==> src/rtl/cop_pkg.sv <==
// ----------------------------------------------------------------------------
// cop_pkg
// Shared widths, command codes, sequencer states and the request/response
// types of the iterative square-root / divide unit.
// ----------------------------------------------------------------------------
package cop_pkg;

  localparam int FRAC_BITS  = 8;
  // the limit truncates to 0, so only a distance of zero counts as zero
  localparam int NEAR_LIMIT = (1 << FRAC_BITS) / 10000;

  localparam int RAD_W   = 24;
  localparam int POS_W   = 32;
  localparam int DIFF_W  = POS_W + 1;
  localparam int SUM_W   = POS_W + 2;
  localparam int MAG_W   = RAD_W + 1;
  localparam int PROD_W  = 2 * MAG_W;
  localparam int NUM_W   = PROD_W + 1;
  localparam int QUOT_W  = MAG_W + 1;
  localparam int REM_W   = MAG_W + 3;
  localparam int CNT_W   = 5;

  localparam int SQRT_STEPS = PROD_W / 2;
  localparam int DIV_STEPS  = QUOT_W;

  localparam logic [1:0] CMD_BEGIN    = 2'd0;
  localparam logic [1:0] CMD_OBSTACLE = 2'd1;
  localparam logic [1:0] CMD_FINISH   = 2'd2;

  typedef enum logic [3:0] {
    S_IDLE,
    S_CHECK,
    S_SQ_X,
    S_SQ_Y,
    S_SQ_M,
    S_CMP,
    S_SQRT,
    S_MUL_X,
    S_GO_X,
    S_WAIT_X,
    S_MUL_Y,
    S_GO_Y,
    S_WAIT_Y,
    S_UPDATE
  } state_t;

  typedef enum logic {
    MODE_SQRT,
    MODE_DIV
  } iter_mode_t;

  typedef struct packed {
    logic               start;
    iter_mode_t         mode;
    logic [NUM_W-1:0]   operand;
    logic [MAG_W-1:0]   divisor;
  } iter_req_t;

  typedef struct packed {
    logic               done;
    logic [QUOT_W-1:0]  result;
  } iter_rsp_t;

endpackage

==> src/rtl/cylinder_overlap_pushout.sv <==
// ----------------------------------------------------------------------------
// cylinder_overlap_pushout
// Pushes a body out of vertical cylinder obstacles presented in order.
//
//   channel | signals                                  | handshake
//   --------+------------------------------------------+----------------
//   cfg     | cfg_radius                               | cfg_valid/ready
//   in      | command, start_*, center_*, height/radius| in_valid/stall
//   out     | final_x, final_y, final_z                | out_valid/stall
//
// An obstacle that misses the height or box test returns to idle after the
// check, one that fails the squared-distance compare after the compare, and
// one that overlaps takes five passes through the shared multiplier, a
// 25-step square root and two 26-step divisions on the shared iterative
// unit (only three multiplier passes, no divisions, when the distance counts
// as zero). Reset clears position and radius to zero. in_stall is high while
// an obstacle is worked on, and for a finish while the last result waits.
// ----------------------------------------------------------------------------
module cylinder_overlap_pushout import cop_pkg::*; (
  input  logic                     clk,
  input  logic                     rst,
  input  logic                     cfg_valid,
  output logic                     cfg_ready,
  input  logic [RAD_W-1:0]         cfg_radius,
  input  logic                     in_valid,
  output logic                     in_stall,
  input  logic [1:0]               command,
  input  logic signed [POS_W-1:0]  start_x,
  input  logic signed [POS_W-1:0]  start_y,
  input  logic signed [POS_W-1:0]  start_z,
  input  logic signed [POS_W-1:0]  center_x,
  input  logic signed [POS_W-1:0]  center_y,
  input  logic signed [POS_W-1:0]  center_z,
  input  logic [RAD_W-1:0]         obstacle_height,
  input  logic [RAD_W-1:0]         obstacle_radius,
  output logic                     out_valid,
  input  logic                     out_stall,
  output logic signed [POS_W-1:0]  final_x,
  output logic signed [POS_W-1:0]  final_y,
  output logic signed [POS_W-1:0]  final_z
);

  state_t                   state, state_next;
  logic [RAD_W-1:0]         radius_cfg;
  logic signed [POS_W-1:0]  run_x, run_y, run_z;
  logic signed [DIFF_W-1:0] dx, dy, dz;
  logic [RAD_W-1:0]         height;
  logic [MAG_W-1:0]         m;
  logic [MAG_W-1:0]         ax, ay;
  logic                     neg_x, neg_y;
  logic [NUM_W-1:0]         d2;
  logic [MAG_W-1:0]         hdist;
  logic [MAG_W-1:0]         ovl;
  logic [QUOT_W-1:0]        qx, qy;

  logic                     in_acc;
  logic                     mul_en;
  logic [MAG_W-1:0]         mul_a, mul_b;
  logic [PROD_W-1:0]        prod;
  iter_req_t                iter_req;
  iter_rsp_t                iter_rsp;

  logic [DIFF_W-1:0]        abs_x, abs_y, abs_z;
  logic                     miss;
  logic                     near;
  logic signed [SUM_W-1:0]  sum_x, sum_y;

  function automatic logic signed [POS_W-1:0] sat(input logic signed [SUM_W-1:0] v);
    logic [2:0] top;
    top = v[SUM_W-1:POS_W-1];
    if (top == 3'b000 || top == 3'b111) begin
      return v[POS_W-1:0];
    end else if (v[SUM_W-1]) begin
      return {1'b1, {(POS_W-1){1'b0}}};
    end else begin
      return {1'b0, {(POS_W-1){1'b1}}};
    end
  endfunction

  assign cfg_ready = 1'b1;
  assign in_stall  = (state != S_IDLE) || (out_valid && out_stall && command == CMD_FINISH);
  assign in_acc    = in_valid && !in_stall;

  cop_mul u_mul (
    .clk (clk),
    .en  (mul_en),
    .a   (mul_a),
    .b   (mul_b),
    .p   (prod)
  );

  cop_iter u_iter (
    .clk (clk),
    .rst (rst),
    .req (iter_req),
    .rsp (iter_rsp)
  );

  always_comb begin
    abs_x = dx[DIFF_W-1] ? DIFF_W'(-dx) : DIFF_W'(dx);
    abs_y = dy[DIFF_W-1] ? DIFF_W'(-dy) : DIFF_W'(dy);
    abs_z = dz[DIFF_W-1] ? DIFF_W'(-dz) : DIFF_W'(dz);
    miss  = (abs_z > {{(DIFF_W-RAD_W){1'b0}}, height})
         || (abs_x >= {{(DIFF_W-MAG_W){1'b0}}, m})
         || (abs_y >= {{(DIFF_W-MAG_W){1'b0}}, m});
    near  = iter_rsp.result <= QUOT_W'(NEAR_LIMIT);
    sum_x = SUM_W'(run_x) + (neg_x ? -$signed(SUM_W'(qx)) : $signed(SUM_W'(qx)));
    sum_y = SUM_W'(run_y) + (neg_y ? -$signed(SUM_W'(qy)) : $signed(SUM_W'(qy)));
  end

  always_ff @(posedge clk) begin
    if (rst) begin
      state <= S_IDLE;
    end else begin
      state <= state_next;
    end
  end

  always_comb begin
    state_next       = state;
    mul_en           = 1'b0;
    mul_a            = ax;
    mul_b            = ax;
    iter_req.start   = 1'b0;
    iter_req.mode    = MODE_SQRT;
    iter_req.operand = d2;
    iter_req.divisor = hdist;
    case (state)
      S_IDLE: begin
        if (in_acc && command == CMD_OBSTACLE) begin
          state_next = S_CHECK;
        end
      end
      S_CHECK: begin
        state_next = miss ? S_IDLE : S_SQ_X;
      end
      S_SQ_X: begin
        mul_en     = 1'b1;
        state_next = S_SQ_Y;
      end
      S_SQ_Y: begin
        mul_en     = 1'b1;
        mul_a      = ay;
        mul_b      = ay;
        state_next = S_SQ_M;
      end
      S_SQ_M: begin
        mul_en     = 1'b1;
        mul_a      = m;
        mul_b      = m;
        state_next = S_CMP;
      end
      S_CMP: begin
        if (d2 >= {1'b0, prod}) begin
          state_next = S_IDLE;
        end else begin
          iter_req.start = 1'b1;
          state_next     = S_SQRT;
        end
      end
      S_SQRT: begin
        if (iter_rsp.done) begin
          state_next = near ? S_UPDATE : S_MUL_X;
        end
      end
      S_MUL_X: begin
        mul_en     = 1'b1;
        mul_b      = ovl;
        state_next = S_GO_X;
      end
      S_GO_X: begin
        iter_req.start   = 1'b1;
        iter_req.mode    = MODE_DIV;
        iter_req.operand = {1'b0, prod} + NUM_W'(hdist >> 1);
        state_next       = S_WAIT_X;
      end
      S_WAIT_X: begin
        if (iter_rsp.done) begin
          state_next = S_MUL_Y;
        end
      end
      S_MUL_Y: begin
        mul_en     = 1'b1;
        mul_a      = ay;
        mul_b      = ovl;
        state_next = S_GO_Y;
      end
      S_GO_Y: begin
        iter_req.start   = 1'b1;
        iter_req.mode    = MODE_DIV;
        iter_req.operand = {1'b0, prod} + NUM_W'(hdist >> 1);
        state_next       = S_WAIT_Y;
      end
      S_WAIT_Y: begin
        if (iter_rsp.done) begin
          state_next = S_UPDATE;
        end
      end
      S_UPDATE: begin
        state_next = S_IDLE;
      end
      default: begin
        state_next = S_IDLE;
      end
    endcase
  end

  // control state: position, radius, output valid
  always_ff @(posedge clk) begin
    if (rst) begin
      radius_cfg <= '0;
      run_x      <= '0;
      run_y      <= '0;
      run_z      <= '0;
      out_valid  <= 1'b0;
    end else begin
      if (cfg_valid && cfg_ready) begin
        radius_cfg <= cfg_radius;
      end
      if (in_acc && command == CMD_BEGIN) begin
        run_x <= start_x;
        run_y <= start_y;
        run_z <= start_z;
      end
      if (state == S_UPDATE) begin
        run_x <= sat(sum_x);
        run_y <= sat(sum_y);
      end
      if (in_acc && command == CMD_FINISH) begin
        out_valid <= 1'b1;
      end else if (out_valid && !out_stall) begin
        out_valid <= 1'b0;
      end
    end
  end

  // datapath
  always_ff @(posedge clk) begin
    if (in_acc && command == CMD_OBSTACLE) begin
      dx     <= DIFF_W'(run_x) - DIFF_W'(center_x);
      dy     <= DIFF_W'(run_y) - DIFF_W'(center_y);
      dz     <= DIFF_W'(run_z) - DIFF_W'(center_z);
      height <= obstacle_height;
      m      <= MAG_W'(radius_cfg) + MAG_W'(obstacle_radius);
    end
    if (in_acc && command == CMD_FINISH) begin
      final_x <= run_x;
      final_y <= run_y;
      final_z <= run_z;
    end
    case (state)
      S_CHECK: begin
        // only kept when below m, so the low bits carry the magnitude
        ax    <= abs_x[MAG_W-1:0];
        ay    <= abs_y[MAG_W-1:0];
        neg_x <= dx[DIFF_W-1];
        neg_y <= dy[DIFF_W-1];
      end
      // each product shows up in the cycle after the multiplier is fed
      S_SQ_Y: begin
        d2 <= {1'b0, prod};
      end
      S_SQ_M: begin
        d2 <= d2 + {1'b0, prod};
      end
      S_SQRT: begin
        if (iter_rsp.done) begin
          hdist <= iter_rsp.result[MAG_W-1:0];
          ovl   <= m - iter_rsp.result[MAG_W-1:0];
          if (near) begin
            qx    <= {1'b0, m - iter_rsp.result[MAG_W-1:0]};
            qy    <= '0;
            neg_x <= 1'b0;
          end
        end
      end
      S_WAIT_X: begin
        if (iter_rsp.done) begin
          qx <= iter_rsp.result;
        end
      end
      S_WAIT_Y: begin
        if (iter_rsp.done) begin
          qy <= iter_rsp.result;
        end
      end
      default: begin
      end
    endcase
  end

  a_done_when_waiting: assert property (@(posedge clk) disable iff (rst)
    iter_rsp.done |-> (state == S_SQRT || state == S_WAIT_X || state == S_WAIT_Y))
    else $error("iterative unit finished with no one waiting");

  a_result_from_finish: assert property (@(posedge clk) disable iff (rst)
    $rose(out_valid) |-> $past(in_valid && !in_stall && command == CMD_FINISH))
    else $error("result raised without a finish request");

  a_z_held: assert property (@(posedge clk) disable iff (rst)
    (in_valid && !in_stall && command != CMD_BEGIN) |=> $stable(run_z))
    else $error("z moved outside a begin request");

  a_check_after_obstacle: assert property (@(posedge clk) disable iff (rst)
    (state == S_CHECK) |-> $past(in_valid && !in_stall && command == CMD_OBSTACLE))
    else $error("obstacle check entered without an obstacle request");

endmodule

==> src/rtl/cop_mul.sv <==
// ----------------------------------------------------------------------------
// cop_mul
// Shared unsigned multiplier with a registered, enabled product.
// ----------------------------------------------------------------------------
module cop_mul import cop_pkg::*; (
  input  logic              clk,
  input  logic              en,
  input  logic [MAG_W-1:0]  a,
  input  logic [MAG_W-1:0]  b,
  output logic [PROD_W-1:0] p
);

  always_ff @(posedge clk) begin
    if (en) begin
      p <= PROD_W'(a) * PROD_W'(b);
    end
  end

endmodule

==> src/rtl/cop_iter.sv <==
// ----------------------------------------------------------------------------
// cop_iter
// Iterative unit: integer square root (two bits per step) or restoring
// division (one bit per step), both on one compare-and-subtract.
// ----------------------------------------------------------------------------
module cop_iter import cop_pkg::*; (
  input  logic      clk,
  input  logic      rst,
  input  iter_req_t req,
  output iter_rsp_t rsp
);

  logic                busy;
  logic                done;
  iter_mode_t          mode_r;
  logic [CNT_W-1:0]    cnt;
  logic [REM_W-1:0]    rem;
  logic [QUOT_W-1:0]   acc;
  logic [NUM_W-1:0]    src;
  logic [MAG_W-1:0]    dvs;

  logic [REM_W-1:0]    rem_sh;
  logic [REM_W-1:0]    trial;
  logic [REM_W:0]      diff;
  logic                take;

  always_comb begin
    if (mode_r == MODE_SQRT) begin
      rem_sh = {rem[REM_W-3:0], src[PROD_W-1:PROD_W-2]};
      trial  = {acc[REM_W-3:0], 2'b01};
    end else begin
      rem_sh = {rem[REM_W-2:0], src[NUM_W-1]};
      trial  = {{(REM_W-MAG_W){1'b0}}, dvs};
    end
    diff = {1'b0, rem_sh} - {1'b0, trial};
    take = ~diff[REM_W];
  end

  always_ff @(posedge clk) begin
    if (rst) begin
      busy <= 1'b0;
      done <= 1'b0;
    end else begin
      done <= 1'b0;
      if (req.start) begin
        busy   <= 1'b1;
        mode_r <= req.mode;
        cnt    <= (req.mode == MODE_SQRT) ? CNT_W'(SQRT_STEPS) : CNT_W'(DIV_STEPS);
      end else if (busy) begin
        cnt <= cnt - 1'b1;
        if (cnt == CNT_W'(1)) begin
          busy <= 1'b0;
          done <= 1'b1;
        end
      end
    end
  end

  // quotient is known to fit QUOT_W bits, so the top of the numerator
  // is already below the divisor and seeds the remainder
  always_ff @(posedge clk) begin
    if (req.start) begin
      dvs <= req.divisor;
      acc <= '0;
      if (req.mode == MODE_SQRT) begin
        rem <= '0;
        src <= req.operand;
      end else begin
        rem <= {{(REM_W-MAG_W){1'b0}}, req.operand[NUM_W-1:QUOT_W]};
        src <= {req.operand[QUOT_W-1:0], {(NUM_W-QUOT_W){1'b0}}};
      end
    end else if (busy) begin
      rem <= take ? diff[REM_W-1:0] : rem_sh;
      acc <= {acc[QUOT_W-2:0], take};
      src <= (mode_r == MODE_SQRT) ? (src << 2) : (src << 1);
    end
  end

  assign rsp.done   = done;
  assign rsp.result = acc;

endmodule
==> config.mk <==
export PLATFORM = sky130hd
export DESIGN_NAME = cylinder_overlap_pushout
export DESIGN_NICKNAME = d
export VERILOG_FILES = /design/src/rtl/cop_pkg.sv /design/src/rtl/cylinder_overlap_pushout.sv /design/src/rtl/cop_mul.sv /design/src/rtl/cop_iter.sv
export SDC_FILE = /design/constraint.sdc
export NUM_CORES = 2
export LEC_CHECK = 0
export ABC_AREA = 1
export BUFFER_PORTS_ARGS = -buffer_cell sky130_fd_sc_hd__buf_2
export CORE_MARGIN = 4
export CORE_UTILIZATION = 65
export DETAILED_ROUTE_END_ITERATION = 12
export PLACE_DENSITY = 0.91
export SLEW_MARGIN = 20
export SYNTH_ARGS = -nofsm -noshare
export SYNTH_HDL_FRONTEND = slang
export SYNTH_SLANG_ARGS = --single-unit
export TNS_END_PERCENT = 10
==> constraint.sdc <==
create_clock -name clk -period 15.09 [get_ports clk]
set_input_delay 3.018 -clock clk [delete_from_list [all_inputs] [get_ports clk]]
set_output_delay 3.018 -clock clk [all_outputs]
set_load 0.05 [all_outputs]
==> results_dict.tcl <==
set metrics [dict create \
    status "finished, final reports clean" \
    final_nets 11300 \
    grt_max_degree 86 \
    wire_per_inst_microns 22.1 \
    hp-class "flop to flop" \
    syn_to_final_growth_pct 8.08 \
    fin_skew_ns 0.0788 \
    worstPathRequired_ns 15.48 \
    synth_flop_cell "edfxtp_1" \
    ys_ff_latch 761 \
    routed_wl_microns 254000 \
    cts_buffers 84 \
    portBuffers 368 \
    cts_resized 0 \
    start_kind "flop" \
    via_count 69100 \
    cts-htree-levels 3 \
    async_flop_share 0 \
    cp_slowest_cell "a31oi_2" \
    clkSinkCount 761 \
    fin_crit_sh 0.673 \
    tns_ns 0 \
    drv_slew 0 \
    final_cell_mix "nand2_1 (2003), inv_1 (1607), nor2_1 (1253), ha_1 (628), edfxtp_1 (608)" \
    rsz0062_at_grt "false" \
    cts_tree "built" \
    critPathKind "flop to flop" \
    fillers 9155 \
    drtIter0Drc 8009 \
    grt_remaining_overflow 0 \
    yosysSeqAreaShare 0.284 \
    hold_violations 0 \
    cts_root_buf "clkbuf_16" \
    drv_cap 0 \
    yosysWarningCount 0 \
    cts.clk_slew.worst_paths_ns 0.06 \
    tightest_slew_ns 1.19 \
    firstDrtPassIters 9 \
    syn_nets 11100 \
    worstSetupEndpointType "flop" \
    synthCells 9638 \
    track_usage 0.413 \
    ant_nets 0 \
    die_w_microns 348 \
    cts_setup_buffers 0 \
    relSlewSlack 0.197 \
    arrival_ns 10.54 \
    grt_pass1_wl_microns 387000 \
    path_max_fanout 51 \
    grt_pass1_vias 68500 \
    dieArea_sq_um 121000 \
    cts_buffer_depth 3 \
    antenna_found_initial 7 \
    io_pins 370 \
    vias_per_cell 6.02 \
    cpMostUsedCell "fa_1" \
    syn_area_sq_um 75200 \
    finalSetupViolations 0 \
    cts_hold_buf 0 \
    fin_crit_ns 10.16 \
    synth-edff-count 608 \
    gp_congestion 1.05 \
    ys_types 69 \
    place_hpwl_microns 201000 \
    drc 0 \
    drive_gt1_frac 0.0753 \
    row_count 124 \
    mostFrequentLayoutCell "nand2_1" \
    critical_path.max_stage_delay_ns 0.74 \
    coreArea_sq_um 115000 \
    syn_area_per_cell_sq_um 7.80 \
    clkLatencyLatePin_ns 0.71 \
    start_util 0.656 \
    fmax_ghz 0.0985 \
    die_h_microns 348 \
]
cell type report:
class                   instances  area [sq um]  share of cell area
flip-flops and latches        761         21300               0.262
clock buffers                 114          2460              0.0303
well taps                    1512          1890              0.0233
inverters                    1642          6170              0.0759
repair buffers                433          2330              0.0287
diodes                          4          10.0            0.000123
clock inverters                43           509             0.00627
multi-input cells            6974         46500               0.573
critical path, delay by kind of cell (launching register included):
family,cells,cell delay (ns)
adders and majority gates,8,3.76
and+or+nand+nor,13,2.23
buffers and inverters,9,1.93
AOI/OAI and AO/OA,3,1.25
DFF,1,0.44
xor gates and xnor gates,1,0.15
Yosys cell counts, types with 29 or more instances:
| library cell | number | area (sq um) |
|---|---|---|
| nand2_1 | 2007 | 7530 |
| inv_1 | 1609 | 6040 |
| nor2_1 | 1259 | 4730 |
| ha_1 | 628 | 7860 |
| edfxtp_1 | 608 | 18300 |
| a21oi_1 | 602 | 3010 |
| fa_1 | 536 | 10700 |
| o21ai_0 | 497 | 2490 |
| nand3_1 | 284 | 1420 |
| xor2_1 | 275 | 2410 |
| dfxtp_1 | 153 | 3060 |
| clkbuf_1 | 138 | 518 |
| xnor2_1 | 116 | 1020 |
| nor3_1 | 108 | 541 |
| buf_2 | 93 | 465 |
| nand4_1 | 71 | 444 |
| or2_2 | 62 | 388 |
| a31oi_1 | 53 | 332 |
| o21ai_1 | 47 | 235 |
| a211oi_1 | 42 | 315 |
| o21bai_1 | 40 | 300 |
| a21o_1 | 39 | 293 |
| o31ai_1 | 39 | 293 |
| nor4_1 | 38 | 238 |
| o21a_1 | 29 | 218 |
worst paths after layout:
check	cells past startpoint	from	slack, ns	endpoint
max	34	state[0]	4.93	u_mul.p[47]
min	0	hdist[0]	0.45	u_iter.dvs[0]
max reg2reg	34	state[0]	4.93	u_mul.p[47]
min reg2reg	0	hdist[0]	0.45	u_iter.dvs[0]
sequential cells by signal, summed over array words and instances, names as in the netlist, 26 cells and up:
| signal | flops |
|---|---|
| u_iter.acc | 26 |
| final_y | 32 |
| run_z | 32 |
| d2 | 51 |
| dy | 33 |
| run_x | 32 |
| qy | 26 |
| u_mul.p | 50 |
| u_iter.src | 51 |
| run_y | 32 |
| u_iter.rem | 27 |
| qx | 26 |
| final_z | 32 |
| final_x | 32 |
| dz | 33 |
| dx | 33 |
stage by stage:
stage                     worst slack (ns)   util  instances  cell area [sq um]  hold WS [ns]
final                                 4.93  0.709      11500              81200         0.445
after global routing                  4.38  0.709      11500              81200         0.452
after CTS                             5.20  0.709      11500              81200         0.446
after detailed placement              5.32  0.683      11300              78200         0.429
after global placement                5.49  0.683      11300              78200         0.402
after floorplan                       4.24      -       9638              75200         0.400
routing by layer:
metal | wire length, microns | vias up | GRT usage
met5 | 52 | - | 0
met4 | 20900 | 8 | 0.271
met3 | 25800 | 982 | 0.0785
li1 | - | 31500 | -
met2 | 114000 | 4154 | 0.663
met1 | 93000 | 32600 | 0.513
cells by family after synthesis:
logic type                 Yosys count  share of synthesized area
DFF                                761                      0.284
other                                1                  0.0000499
muxes                                1                   0.000133
and+or+nand+nor                   3899                      0.210
xor gates and xnor gates           392                     0.0458
buffers and inverters             1903                     0.0982
adders and majority gates         1164                      0.247
AOI/OAI and AO/OA                 1517                      0.115
Power is left out: the tool's default activity adds up to more than one toggle a clock period on the data nets, which glitch-free logic cannot reach.
